`src/hw/rtl/mrcs_pkg.sv`:
```
package mrcs_pkg;
  localparam int MAX_ROWS_D = 8;
  localparam int MAX_COLS_D = 8;
  localparam int VAL_W = 32;
  localparam int CFG_W = 4;
  localparam int CFG_IDX_W = 1;
  localparam logic [CFG_IDX_W-1:0] REG_ROW_COUNT = 1'b0;
  localparam logic [CFG_IDX_W-1:0] REG_COL_COUNT = 1'b1;

  typedef struct packed {
    logic [VAL_W-1:0] value;
    logic [2:0]       row;
    logic [2:0]       col;
    logic             last;
  } res_t;
endpackage

```
`src/hw/rtl/mrcs_if.sv`:
```
interface mrcs_in_if;
  logic              valid;
  logic              ready;
  logic signed [31:0] value;
  modport source(output valid, output value, input ready);
  modport sink(input valid, input value, output ready);
endinterface

interface mrcs_out_if;
  logic               valid;
  logic               ready;
  logic signed [31:0] sorted_value;
  logic [2:0]         out_row;
  logic [2:0]         out_col;
  logic               last;
  modport source(output valid, output sorted_value, output out_row, output out_col,
                 output last, input ready);
  modport sink(input valid, input sorted_value, input out_row, input out_col,
               input last, output ready);
endinterface

```
`src/hw/rtl/mrcs_ram.sv`:
```
module mrcs_ram #(
  parameter int WIDTH = 32,
  parameter int DEPTH = 64
) (
  input  logic                     clk,
  input  logic                     we,
  input  logic [$clog2(DEPTH)-1:0] waddr,
  input  logic [WIDTH-1:0]         wdata,
  input  logic [$clog2(DEPTH)-1:0] raddr,
  output logic [WIDTH-1:0]         rdata
);
  logic [WIDTH-1:0] mem [DEPTH];
  always_ff @(posedge clk) begin
    if (we) mem[waddr] <= wdata;
    rdata <= mem[raddr];
  end
endmodule

```
`src/hw/rtl/mrcs_back.sv`:
```
// Back end: owns the matrix memory, loads elements from the queue, sorts
// rows then columns with one compare-swap over a registered read port,
// then streams the result.
module mrcs_back #(
  parameter int MAX_ROWS = mrcs_pkg::MAX_ROWS_D,
  parameter int MAX_COLS = mrcs_pkg::MAX_COLS_D
) (
  input  logic                 clk,
  input  logic                 rst_n,
  input  logic                 clr,
  input  logic [3:0]           rows,
  input  logic [3:0]           cols,
  input  logic                 q_valid,
  input  logic [31:0]          q_data,
  output logic                 q_pop,
  output logic                 res_valid,
  input  logic                 res_ready,
  output mrcs_pkg::res_t       res
);
  import mrcs_pkg::*;
  localparam int DEPTH = MAX_ROWS * MAX_COLS;
  localparam int AW = (DEPTH > 1) ? $clog2(DEPTH) : 1;

  localparam logic [2:0] S_LOAD = 3'd0, S_RDA = 3'd1, S_RDB = 3'd2, S_CMP = 3'd3,
                         S_OUTR = 3'd4, S_OUTW = 3'd5, S_WRB = 3'd6;

  logic [2:0]  st_r, st_nxt;
  logic [6:0]  cnt_r;
  logic        phase_r;  // 0 rows, 1 columns
  logic [3:0]  line_r, pos_r, pass_r;
  logic [2:0]  orow_r, ocol_r;
  logic [31:0] a_r, b_r;
  logic        we;
  logic [AW-1:0] waddr, raddr;
  logic [31:0] wdata, rdata;
  logic [6:0]  total;
  logic [3:0]  len, nlines;
  logic [7:0]  addr_a, addr_b, addr_o;

  assign total = 7'(rows * cols);
  assign len = phase_r ? rows : cols;
  assign nlines = phase_r ? cols : rows;
  // bubble pair positions within the current line
  assign addr_a = phase_r ? 8'(pos_r * cols + line_r) : 8'(line_r * cols + pos_r);
  assign addr_b = phase_r ? 8'(addr_a + cols) : 8'(addr_a + 8'd1);
  assign addr_o = 8'(orow_r * cols + ocol_r);

  mrcs_ram #(.WIDTH(32), .DEPTH(DEPTH)) u_ram (
    .clk(clk), .we(we), .waddr(waddr), .wdata(wdata), .raddr(raddr), .rdata(rdata));

  logic swap;
  assign swap = $signed(a_r) > $signed(rdata);

  always_comb begin
    we = 1'b0; waddr = cnt_r[AW-1:0]; wdata = q_data;
    raddr = addr_a[AW-1:0];
    q_pop = 1'b0;
    st_nxt = st_r;
    unique case (st_r)
      S_LOAD: begin
        q_pop = q_valid;
        we = q_valid;
      end
      S_RDA: raddr = addr_a[AW-1:0];
      S_RDB: raddr = addr_b[AW-1:0];
      S_CMP: begin
        raddr = addr_b[AW-1:0];
        we = swap; waddr = addr_a[AW-1:0]; wdata = rdata;
      end
      S_WRB: begin
        we = 1'b1; waddr = addr_b[AW-1:0]; wdata = a_r;
      end
      S_OUTR, S_OUTW: raddr = addr_o[AW-1:0];
      default: ;
    endcase
  end

  assign res_valid = (st_r == S_OUTW);
  assign res.value = rdata;
  assign res.row = orow_r;
  assign res.col = ocol_r;
  assign res.last = ({1'b0, orow_r} == rows - 4'd1) && ({1'b0, ocol_r} == cols - 4'd1);

  // sequence load, bubble passes per line, then output
  always_ff @(posedge clk) begin
    if (!rst_n || clr) begin
      st_r <= S_LOAD; cnt_r <= '0;
    end else begin
      unique case (st_r)
        S_LOAD: if (q_valid) begin
          if (cnt_r + 7'd1 == total) begin
            cnt_r <= '0; line_r <= '0; pos_r <= '0; pass_r <= '0;
            phase_r <= (cols == 4'd1);
            st_r <= (cols == 4'd1 && rows == 4'd1) ? S_OUTR : S_RDA;
            orow_r <= '0; ocol_r <= '0;
          end else cnt_r <= cnt_r + 7'd1;
        end
        S_RDA: st_r <= S_RDB;
        S_RDB: begin a_r <= rdata; st_r <= S_CMP; end
        S_CMP, S_WRB: begin
          if (st_r == S_CMP && swap) st_r <= S_WRB;
          else begin
            if (pos_r + 4'd2 < len - pass_r) begin
              pos_r <= pos_r + 4'd1;
              st_r <= S_RDA;
            end else begin
              pos_r <= '0;
              if (pass_r + 4'd2 < len) begin
                pass_r <= pass_r + 4'd1;
                st_r <= S_RDA;
              end else begin
                pass_r <= '0;
                if (line_r + 4'd1 < nlines) begin
                  line_r <= line_r + 4'd1;
                  st_r <= S_RDA;
                end else begin
                  line_r <= '0;
                  if (!phase_r && rows != 4'd1) begin
                    phase_r <= 1'b1;
                    st_r <= S_RDA;
                  end else st_r <= S_OUTR;
                end
              end
            end
          end
        end
        S_OUTR: st_r <= S_OUTW;
        S_OUTW: if (res_ready) begin
          if ({1'b0, ocol_r} + 4'd1 < cols) begin
            ocol_r <= ocol_r + 3'd1;
            st_r <= S_OUTR;
          end else begin
            ocol_r <= '0;
            if ({1'b0, orow_r} + 4'd1 < rows) begin
              orow_r <= orow_r + 3'd1;
              st_r <= S_OUTR;
            end else st_r <= S_LOAD;
          end
        end
        default: st_r <= S_LOAD;
      endcase
    end
  end
endmodule

```
`src/hw/rtl/mrcs_front.sv`:
```
// Front end: accepts input transactions, holds the size registers and a
// small queue toward the back end.
module mrcs_front #(
  parameter int MAX_ROWS = mrcs_pkg::MAX_ROWS_D,
  parameter int MAX_COLS = mrcs_pkg::MAX_COLS_D
) (
  input  logic                         clk,
  input  logic                         rst_n,
  mrcs_in_if.sink                      in_ch,
  input  logic                         cfg_we,
  input  logic [mrcs_pkg::CFG_IDX_W-1:0] cfg_index,
  input  logic [mrcs_pkg::CFG_W-1:0]   cfg_data,
  output logic                         clr,
  output logic [3:0]                   rows,
  output logic [3:0]                   cols,
  output logic                         q_valid,
  output logic [31:0]                  q_data,
  input  logic                         q_pop
);
  import mrcs_pkg::*;
  logic [3:0] row_r, col_r;
  logic [31:0] q_r [2];
  logic [1:0] cnt_r;
  logic       wp_r, rp_r;
  logic       push;

  assign clr = cfg_we;
  // clamp sizes into the supported range
  assign rows = (row_r == 4'd0) ? 4'd1 : (row_r > 4'(MAX_ROWS)) ? 4'(MAX_ROWS) : row_r;
  assign cols = (col_r == 4'd0) ? 4'd1 : (col_r > 4'(MAX_COLS)) ? 4'(MAX_COLS) : col_r;

  assign in_ch.ready = (cnt_r != 2'd2);
  assign push = in_ch.valid && in_ch.ready;
  assign q_valid = (cnt_r != 2'd0);
  assign q_data = q_r[rp_r];

  always_ff @(posedge clk) begin
    if (!rst_n) begin
      row_r <= 4'd8; col_r <= 4'd8;
    end else if (cfg_we) begin
      if (cfg_index == REG_ROW_COUNT) row_r <= cfg_data;
      if (cfg_index == REG_COL_COUNT) col_r <= cfg_data;
    end
  end

  // two-entry queue
  always_ff @(posedge clk) begin
    if (push) q_r[wp_r] <= in_ch.value;
    if (!rst_n || cfg_we) begin
      cnt_r <= '0; wp_r <= 1'b0; rp_r <= 1'b0;
    end else begin
      if (push) wp_r <= ~wp_r;
      if (q_pop) rp_r <= ~rp_r;
      cnt_r <= cnt_r + 2'(push) - 2'(q_pop);
    end
  end
endmodule

```
`src/hw/rtl/matrix_row_then_column_sort.sv`:
```
// Loading takes one element per cycle while the two-entry queue, which registers each
// input transaction, holds data; the sort runs rows*cols*(rows+cols-2)/2 compare-swaps
// over one memory port, each through states S_RDA, S_RDB and S_CMP, plus S_WRB when a
// swap is written back; output reads each element in S_OUTR and holds it in S_OUTW until taken;
// the input stalls once the two-entry queue fills during sort and output.
// Synchronous active-low reset restores sizes 8 by 8 and an empty load.
module matrix_row_then_column_sort #(
  parameter int MAX_ROWS = mrcs_pkg::MAX_ROWS_D,
  parameter int MAX_COLS = mrcs_pkg::MAX_COLS_D
) (
  input  logic                           clk,
  input  logic                           rst_n,
  mrcs_in_if.sink                        in_ch,
  mrcs_out_if.source                     out_ch,
  input  logic                           cfg_we,
  input  logic [mrcs_pkg::CFG_IDX_W-1:0] cfg_index,
  input  logic [mrcs_pkg::CFG_W-1:0]     cfg_data
);
  import mrcs_pkg::*;
  logic clr, q_valid, q_pop;
  logic [3:0] rows, cols;
  logic [31:0] q_data;
  res_t res;

  mrcs_front #(.MAX_ROWS(MAX_ROWS), .MAX_COLS(MAX_COLS)) u_front (
    .clk(clk), .rst_n(rst_n), .in_ch(in_ch), .cfg_we(cfg_we), .cfg_index(cfg_index),
    .cfg_data(cfg_data), .clr(clr), .rows(rows), .cols(cols), .q_valid(q_valid),
    .q_data(q_data), .q_pop(q_pop));

  mrcs_back #(.MAX_ROWS(MAX_ROWS), .MAX_COLS(MAX_COLS)) u_back (
    .clk(clk), .rst_n(rst_n), .clr(clr), .rows(rows), .cols(cols), .q_valid(q_valid),
    .q_data(q_data), .q_pop(q_pop), .res_valid(out_ch.valid), .res_ready(out_ch.ready),
    .res(res));

  assign out_ch.sorted_value = res.value;
  assign out_ch.out_row = res.row;
  assign out_ch.out_col = res.col;
  assign out_ch.last = res.last;
endmodule
```
`src/flat_wrapper.sv`:
```
// flat-port wrapper written by rule: the top's interface ports become plain ports
module matrix_row_then_column_sort_flat import mrcs_pkg::*;
#(
  parameter int MAX_ROWS = mrcs_pkg::MAX_ROWS_D,
  parameter int MAX_COLS = mrcs_pkg::MAX_COLS_D
)
  (clk, rst_n, cfg_we, cfg_index, cfg_data, in_ch_valid, in_ch_value, in_ch_ready, out_ch_valid, out_ch_sorted_value, out_ch_out_row, out_ch_out_col, out_ch_last, out_ch_ready);
  mrcs_in_if in_ch_i ();
  mrcs_out_if out_ch_i ();
  input  logic clk;
  input  logic rst_n;
  input  logic cfg_we;
  input  logic [mrcs_pkg::CFG_IDX_W-1:0] cfg_index;
  input  logic [mrcs_pkg::CFG_W-1:0] cfg_data;
  input wire logic [$bits(in_ch_i.valid)-1:0] in_ch_valid;
  input wire logic [$bits(in_ch_i.value)-1:0] in_ch_value;
  output wire logic [$bits(in_ch_i.ready)-1:0] in_ch_ready;
  output wire logic [$bits(out_ch_i.valid)-1:0] out_ch_valid;
  output wire logic [$bits(out_ch_i.sorted_value)-1:0] out_ch_sorted_value;
  output wire logic [$bits(out_ch_i.out_row)-1:0] out_ch_out_row;
  output wire logic [$bits(out_ch_i.out_col)-1:0] out_ch_out_col;
  output wire logic [$bits(out_ch_i.last)-1:0] out_ch_last;
  input wire logic [$bits(out_ch_i.ready)-1:0] out_ch_ready;
  assign in_ch_i.valid = in_ch_valid;
  assign in_ch_i.value = in_ch_value;
  assign in_ch_ready = in_ch_i.ready;
  assign out_ch_valid = out_ch_i.valid;
  assign out_ch_sorted_value = out_ch_i.sorted_value;
  assign out_ch_out_row = out_ch_i.out_row;
  assign out_ch_out_col = out_ch_i.out_col;
  assign out_ch_last = out_ch_i.last;
  assign out_ch_i.ready = out_ch_ready;
  matrix_row_then_column_sort #(.MAX_ROWS(MAX_ROWS), .MAX_COLS(MAX_COLS)) u_core (.clk(clk), .rst_n(rst_n), .in_ch(in_ch_i), .out_ch(out_ch_i), .cfg_we(cfg_we), .cfg_index(cfg_index), .cfg_data(cfg_data));
endmodule
```
`config.mk`:
```
export PLATFORM = sky130hd
export DESIGN_NAME = matrix_row_then_column_sort_flat
export DESIGN_NICKNAME = d
export VERILOG_FILES = /design/src/hw/rtl/mrcs_pkg.sv /design/src/hw/rtl/mrcs_if.sv /design/src/hw/rtl/mrcs_ram.sv /design/src/hw/rtl/mrcs_back.sv /design/src/hw/rtl/mrcs_front.sv /design/src/hw/rtl/matrix_row_then_column_sort.sv /design/src/flat_wrapper.sv
export SDC_FILE = /design/constraint.sdc
export NUM_CORES = 2
export LEC_CHECK = 0
export BUFFER_PORTS_ARGS = -buffer_cell sky130_fd_sc_hd__buf_2
export CAP_MARGIN = 5
export CORE_MARGIN = 10
export CORE_UTILIZATION = 53
export DETAILED_ROUTE_END_ITERATION = 7
export GPL_ROUTABILITY_DRIVEN = 0
export GPL_TIMING_DRIVEN = 0
export PLACE_DENSITY = 0.68
export SYNTH_ARGS = -nofsm -noshare
export SYNTH_HDL_FRONTEND = slang
export SYNTH_HIERARCHICAL = 1
export SYNTH_SLANG_ARGS = --single-unit
export TNS_END_PERCENT = 10
```
`constraint.sdc`:
```
create_clock -name clk -period 7.98 [get_ports clk]
set_clock_uncertainty 0.2 [all_clocks]
set_input_delay 0.399 -clock clk [delete_from_list [all_inputs] [get_ports clk]]
set_output_delay 0.399 -clock clk [all_outputs]
set_load 0.01 [all_outputs]
```
=== Word-level counts from Yosys, hierarchy flattened ===
Memory sizes are Yosys's and may differ from the RTL's. A register that Yosys moved wholly into a read port is not among the register bits.
Index checks and enable logic that the tools add are counted.

* Bits in registers: 73
* Memory bits (writable): 2112
* Input port bits: 42
* Output and inout bits: 41
* Logic and storage cells: 166
* Memories: 2

* Add/sub/neg operators: 20
* $mul: 4
* Magnitude comparators: 8
* Equal/unequal tests: 23
* Mux-type cells: 63
* Bitwise gates (word level): 4
* Reduce and logical (&&, ||, !) cells: 28

{| class="wikitable"
|+ Memory list
! name !! depth !! width !! read ports !! clocked after Yosys merged registers in !! write ports !! RTL line !! source
|-
| u_core.u_back.u_ram.mem || 64 || 32 || 1 || 1 || 1 || mrcs_ram.sv:12 || <nowiki>logic [WIDTH-1:0] mem [DEPTH];</nowiki>
|-
| u_core.u_front.q_r || 2 || 32 || 1 || 1 || 1 || mrcs_front.sv:22 || <nowiki>logic [31:0] q_r [2];</nowiki>
|}

{| class="wikitable"
|+ Operators with widths
! cell !! number
|-
| 4-bit 2-to-1 mux || 17
|-
| 32-bit case mux with 2 select lines || 1
|-
| 3-bit 2-to-1 mux || 18
|-
| 32-bit > comparator || 1
|-
| 4-bit case mux with 2 select lines || 3
|-
| 6-bit case mux with 2 select lines || 2
|-
| 4-bit < comparator || 5
|-
| 6-bit by 4-bit adder with 6-bit output || 3
|-
| 2-bit != test, second input constant || 9
|-
| 3-bit case mux with 6 select lines || 1
|-
| 1-bit 2-to-1 mux || 14
|-
| 7-bit AND reduction || 2
|-
| 4-bit by 1-bit adder with 4-bit output, second input constant || 3
|-
| 4-bit by 4-bit multiplier with 6-bit output || 2
|-
| 6-bit 2-to-1 mux || 2
|-
| 3-bit case mux with 2 select lines || 2
|-
| 5-bit AND reduction || 2
|-
| 3-bit equality test, second input constant || 3
|-
| 9-bit AND reduction || 1
|-
| 3-bit by 1-bit adder with 4-bit output, second input constant || 2
|-
| 4-bit by 2-bit adder with 4-bit output, second input constant || 2
|-
| 3-bit by 4-bit equality test with 1-bit output || 2
|-
| 4-bit by 1-bit equality test with 1-bit output, second input constant || 2
|-
| 4-bit > comparator, second input constant || 2
|-
| other kinds (29) || 49
|}

=== Longest topological paths before layout ===
* Word-level depth: 11
* Depth in mapped cells: 26
* Depth with buffers taken out: 24

=== Hierarchy ===
Netlist, hierarchy kept.

{| class="wikitable"
|+ By module, submodules not included
! module !! times used !! cells each !! area each (µm²) !! seq. area each (µm²)
|-
| mrcs_ram || 1 || 3511 || 79039.6 || 62139.6
|-
| mrcs_back || 1 || 823 || 6993.0 || 1731.7
|-
| mrcs_front || 1 || 177 || 2959.1 || 2182.1
|}

=== Worst setup path after synthesis ===
No wires, ideal clock.

* Path kind: register -> register
* Start point: reg u_core.u_front.col_r[3]
* End point: mem u_core.u_back.u_ram.mem[10][0] (enable)
* Library setup time: 0.421 ns
* Arrival time: 6.212 ns
* Required time: 7.359 ns
* Path slack: 1.147 ns
* Stages on the path, launching flop included: 23
* Buffers on the path: 5
* Clock period less this slack: 6.833 ns
* Path through: dfxtp_1 clkbuf_1 buf_2 clkbuf_1 nand2_1 fa_1 fa_1 fa_1 inv_1 ha_1 xnor2_1 nor2_1 a21oi_1 ha_1 nor2b_1 nor2_1 nor2_1 xnor2_1 o21ai_0 clkbuf_1 or3b_2 clkbuf_1 nor2_1

* Longest elaborated chain between the ends: 9
* Elaborated cells between the ends (all ways): 13
* Those cells by class: add/sub: 4; mul: 2; order compare: 1; mux: 5; reduce/logical: 1

{| class="wikitable"
|+ RTL lines
! item !! RTL line !! source
|-
| start: declaration || mrcs_front.sv:21 || <nowiki>logic [3:0] row_r, col_r;</nowiki>
|-
| start signal: assignment || mrcs_front.sv:42 || <nowiki>if (cfg_index == REG_COL_COUNT) col_r <= cfg_data;</nowiki>
|-
| 4-bit > comparator || mrcs_front.sv:30 || <nowiki>assign cols = (col_r == 4'd0) ? 4'd1 : (col_r > 4'(MAX_COLS)) ? 4'(MAX_COLS) : col_r;</nowiki>
|-
| 4-bit 2-to-1 mux || mrcs_front.sv:30 ||
|-
| 4-bit 2-to-1 mux * || mrcs_front.sv:30 ||
|-
| named net u_core.cols[3] || matrix_row_then_column_sort.sv:21 || <nowiki>logic [3:0] rows, cols;</nowiki>
|-
| 4-bit by 4-bit multiplier with 6-bit output || mrcs_back.sv:44 || <nowiki>assign addr_a = phase_r ? 8'(pos_r * cols + line_r) : 8'(line_r * cols + pos_r);</nowiki>
|-
| 6-bit by 4-bit adder with 6-bit output || mrcs_back.sv:44 ||
|-
| 6-bit 2-to-1 mux || mrcs_back.sv:44 ||
|-
| 6-bit by 1-bit adder with 6-bit output / 6-bit by 4-bit adder with 6-bit output (equally long branches) || mrcs_back.sv:45 || <nowiki>assign addr_b = phase_r ? 8'(addr_a + cols) : 8'(addr_a + 8'd1);</nowiki>
|-
| 6-bit 2-to-1 mux || mrcs_back.sv:45 ||
|-
| 6-bit case mux with 2 select lines * || mrcs_back.sv:59 || <nowiki>unique case (st_r)</nowiki>
|-
| named net u_core.u_back.waddr[5] || mrcs_back.sv:34 || <nowiki>logic [AW-1:0] waddr, raddr;</nowiki>
|-
| end: declaration || mrcs_ram.sv:12 ||
|}

Mark *: on every way through the listed nets, which the timed path passes. The rest lies on a longest branch.

=== Worst setup path after layout ===
* Start point: reg u_core.u_front.col_r[2]
* End point: reg u_core.u_back.u_ram.rdata[17] (read register of u_core.u_back.u_ram.mem)

* Longest elaborated chain between the ends: 9
* Elaborated cells between the ends (all ways): 15
* Those cells by class: add/sub: 5; mul: 3; order compare: 1; mux: 5; reduce/logical: 1

{| class="wikitable"
|+ RTL lines
! item !! RTL line !! source
|-
| 4-bit > comparator || mrcs_front.sv:30 ||
|-
| 4-bit 2-to-1 mux || mrcs_front.sv:30 ||
|-
| 4-bit 2-to-1 mux * || mrcs_front.sv:30 ||
|-
| named net u_core.cols[2] || matrix_row_then_column_sort.sv:21 ||
|-
| 4-bit by 4-bit multiplier with 6-bit output || mrcs_back.sv:44 ||
|-
| 6-bit by 4-bit adder with 6-bit output || mrcs_back.sv:44 ||
|-
| 6-bit 2-to-1 mux || mrcs_back.sv:44 ||
|-
| 6-bit by 1-bit adder with 6-bit output / 6-bit by 4-bit adder with 6-bit output (equally long branches) || mrcs_back.sv:45 ||
|-
| 6-bit 2-to-1 mux || mrcs_back.sv:45 ||
|-
| 6-bit case mux with 2 select lines * || mrcs_back.sv:59 ||
|-
| named net u_core.u_back.raddr[5] || mrcs_back.sv:34 ||
|-
| end: declaration || mrcs_ram.sv:10 || <nowiki>output logic [WIDTH-1:0] rdata</nowiki>
|}

Marked as above.
A chain may end at the register's enable or synchronous reset.

==> impl_metrics.csv <==
group,metric,value,unit
timing,finalSetupViolCount,0,
final_layout,layout-drive-gt1-share,0.245,
timing,fin_crit_sh,0.997,
drt,vias,48600,
global_routing,grt_usage,0.272,
timing,hold_viol,0,
final_layout,synthToLayoutAreaGrowth,15.2,%
yosys,syn_nets,4687,
final_layout,n_fill_cell,11500,
global_routing,antenna_found_initial,17,
flow_run,drv_cap,0,
setup_path,crit_fanout,10,
clocking,clock_sinks,2218,
floorplan,die_w,430,um
drt,wirelength,255000,um
yosys,syn_area,89000,um^2
setup_path,critPathArrivalTime,8460,ps
setup_path,criticalPathCategory,"flip-flop to flip-flop",
pwr,p_leak,33.0,nW
run_status,status,"complete, no violations",
floorplan,io_pins,83,
yosys,yosysTopAreaCellShare,0.730,
yosys,synth.area.top_cells,"edfxtp_1 73%, mux4_2 11%, mux2i_1 2.2%",
timing,clock.fmax,0.126,GHz
yosys,ys_seq_area_frac,0.742,
global_routing,grt.overflow.total,0,
pwr,powerDensity,242,nW/um^2
clocking,clock_latency,850,ps
setup_path,worstPathRequired,8490,ps
floorplan,fp.dieH,430,um
yosys,async_flop_share,0,
clocking,clock_path_buffers,3,
floorplan,core,167000,um^2
drt,antenna_left,0,
yosys,synth_warnings,6,
timing,whs,95.6,ps
timing,grt_setup_unrepaired,"yes",
place,dpl.hpwl,169000,um
floorplan,start_util,0.533,
global_routing,grt_max_degree,65,
yosys,syn_avg_cell_area,19.7,um^2
timing,min_period,7950,ps
timing,worstMarginPinSlew,1470,ps
setup_path,crit_path_end_kind,"flip-flop",
clocking,cts_htree_levels,4,
global_routing,first_global_vias,47400,
drt,wire_per_inst,34.7,um
yosys,yosysUniqueCellTypes,79,
clocking,cts-root-buf,"clkbuf_16",
clocking,cts_made_buffers,211,
timing,slew_headroom,0.0220,
clocking,cts_tree,"built",
floorplan,rows,150,
yosys,synthFlopType,"edfxtp_1",
pwr,peakVddDrop,0.212,mV
floorplan,die-area,185000,um^2
yosys,syn_inst,4511,
place,portBuffers,81,
clocking,cts.clk_slew.worst_paths,60,ps
timing,slew_violations,0,
yosys,ys_seq_elements,2218,
yosys,synth-edff-count,2163,
drt,via_per_inst,6.61,
drt,drc,0,
drt,initialDrtViolationCount,7412,
yosys,post-synth-top-count-cell,"edfxtp_1",
final_layout,fin_util,0.614,
pwr,finalPower,24.8,mW
drt,dr.pass1.iters,6,
yosys,synth_common_cells,"2,163 x edfxtp_1, 446 x mux4_2, 196 x mux2i_1",
yosys,synth_top_area_cell,"edfxtp_1",
setup_path,start_kind,"flip-flop",
final_layout,finalNetCount,5141,
hold_path,min_path_type,"input port to flip-flop",
global_routing,grt_pass1_wl,358000,um
-- critical path: stages, from the launching register on --
cell and delay [ps]:
dfxtp_1 360, nor2b_1 140, buf_2 270, clkbuf_2 300, nand2_1 110, fa_1 500, fa_1 520, fa_1 520
inv_1 40, ha_1 320, xnor2_1 170, nor2_1 60, a21oi_1 400, ha_1 350, nor2b_1 140, nor2_1 150
nor3_1 80, xnor2_1 180, mux2i_1 140, buf_4 250, clkbuf_2 360, nor2b_1 580, clkbuf_1 660, nand3_1 390
nand2_1 480, a21oi_1 80
-- metal layers --
layer	vias to the layer above	global-route usage	part of all wire
li1	19400	-	-
met1	25400	0.376	0.37
met2	3190	0.413	0.45
met3	594	0.0748	0.13
met4	10	0.109	0.047
met5	-	0	0.00027
-- timing repair --
action,4_1_cts,5_1_grt
pin swaps,1,5
endpoints found under the hold margin,90,0
setup endpoints to repair,378,335
hold buffers,52,0
buffers inserted,4,5
gates resized for setup,46,24
-- report_power, final --
group | switching, mW | internal [mW] | total (mW) | leakage, nW
clock network | 4.35 | 5.87 | 10.2 | 3.43
registers | 0.172 | 13.1 | 13.3 | 20.0
logic | 0.906 | 0.369 | 1.27 | 9.57
-- kinds of logic after synthesis --
group	count (synthesis)	share of synthesized area
flip-flops	2218	0.742
multiplexers	676	0.139
AND/OR/NAND/NOR	551	0.0294
AO/OA/AOI/OAI	523	0.0415
buffers and inverters	346	0.0207
adder cells (fa/ha/maj)	134	0.0207
XOR/XNOR	63	0.00620
-- registers in the layout, indices dropped and copies added, names as in the netlist, named ones only --
signal	count
u_core/u_front/wp_r	1
u_core/u_front/cnt_r	2
u_core/u_back/ocol_r	3
u_core/u_back/line_r	4
u_core/u_back/orow_r	3
u_core/u_front/row_r	4
u_core/u_front/col_r	4
u_core/u_back/pos_r	4
u_core/u_back/a_r	32
u_core/u_front/rp_r	1
u_core/u_back/phase_r	1
u_core/u_back/cnt_r	7
u_core/u_back/u_ram/rdata	32
u_core/u_back/pass_r	4
u_core/u_back/st_nxt	3
u_core/u_front/q_r	64
u_core/u_back/u_ram/mem	2048
-- stage by stage --
stage	setup WS [ps]	setup TNS (ps)	std cells	cell area, um^2
finish	27.2	0	7354	103000
global route	-220	-1000	7351	103000
CTS	98.6	0	7345	102000
detailed placement	-1780	-58480	6897	94700
global placement	-2210	-3788580	6796	92200
floorplan	1150	0	4511	89000
-- final cells by class --
cell class / instances / area (um^2) / share of cell area
plain buffers: 240 / 1500 / 0.0146
multi-input cells: 1947 / 21800 / 0.212
clock inverters: 127 / 1470 / 0.0144
well taps: 2204 / 2760 / 0.0269
diodes: 4 / 10.0 / 0.0000976
inverters: 103 / 387 / 0.00377
repair buffers: 244 / 2990 / 0.0292
flip-flops and latches: 2218 / 66100 / 0.644
clock buffers: 267 / 5570 / 0.0544
-- placed cells by master, fill, tap and decap left out, types with 42 or more instances in the layout --
cell type         n
edfxtp_1       2163
o21ai_0          46
dfxtp_1          55
dlygate4sd3_1    52
buf_4            48
clkinv_1         42
buf_12           95
buf_2           136
ha_1            112
nand3_1          60
a21oi_1          76
nand2_1         152
inv_1           103
xnor2_1          43
mux2i_1         196
a22oi_1         162
mux4_2          446
clkbuf_16       214
clkbuf_1        123
nor2_1           77
nor2_4           65
-- final timing paths --
| kind | from | to | slack (ps) | cells after the start |
|---|---|---|---|---|
| worst max-delay path | u_core/u_front/col_r[2]$_SDFFE_PN0P_ | u_core/u_back/u_ram/rdata[17]$_DFF_P_ | 30 | 25 |
| worst min-delay path | in_ch_value[26] | u_core/u_front/q_r[0][26]$_DFFE_PP_ | 100 | 2 |
| worst max register to register | u_core/u_front/col_r[2]$_SDFFE_PN0P_ | u_core/u_back/u_ram/rdata[17]$_DFF_P_ | 30 | 25 |
| worst min register to register | u_core/u_back/cnt_r[6]$_SDFFE_PP0P_ | u_core/u_back/cnt_r[6]$_SDFFE_PP0P_ | 270 | 2 |
No activity file was read; power rests on OpenSTA's default activity.
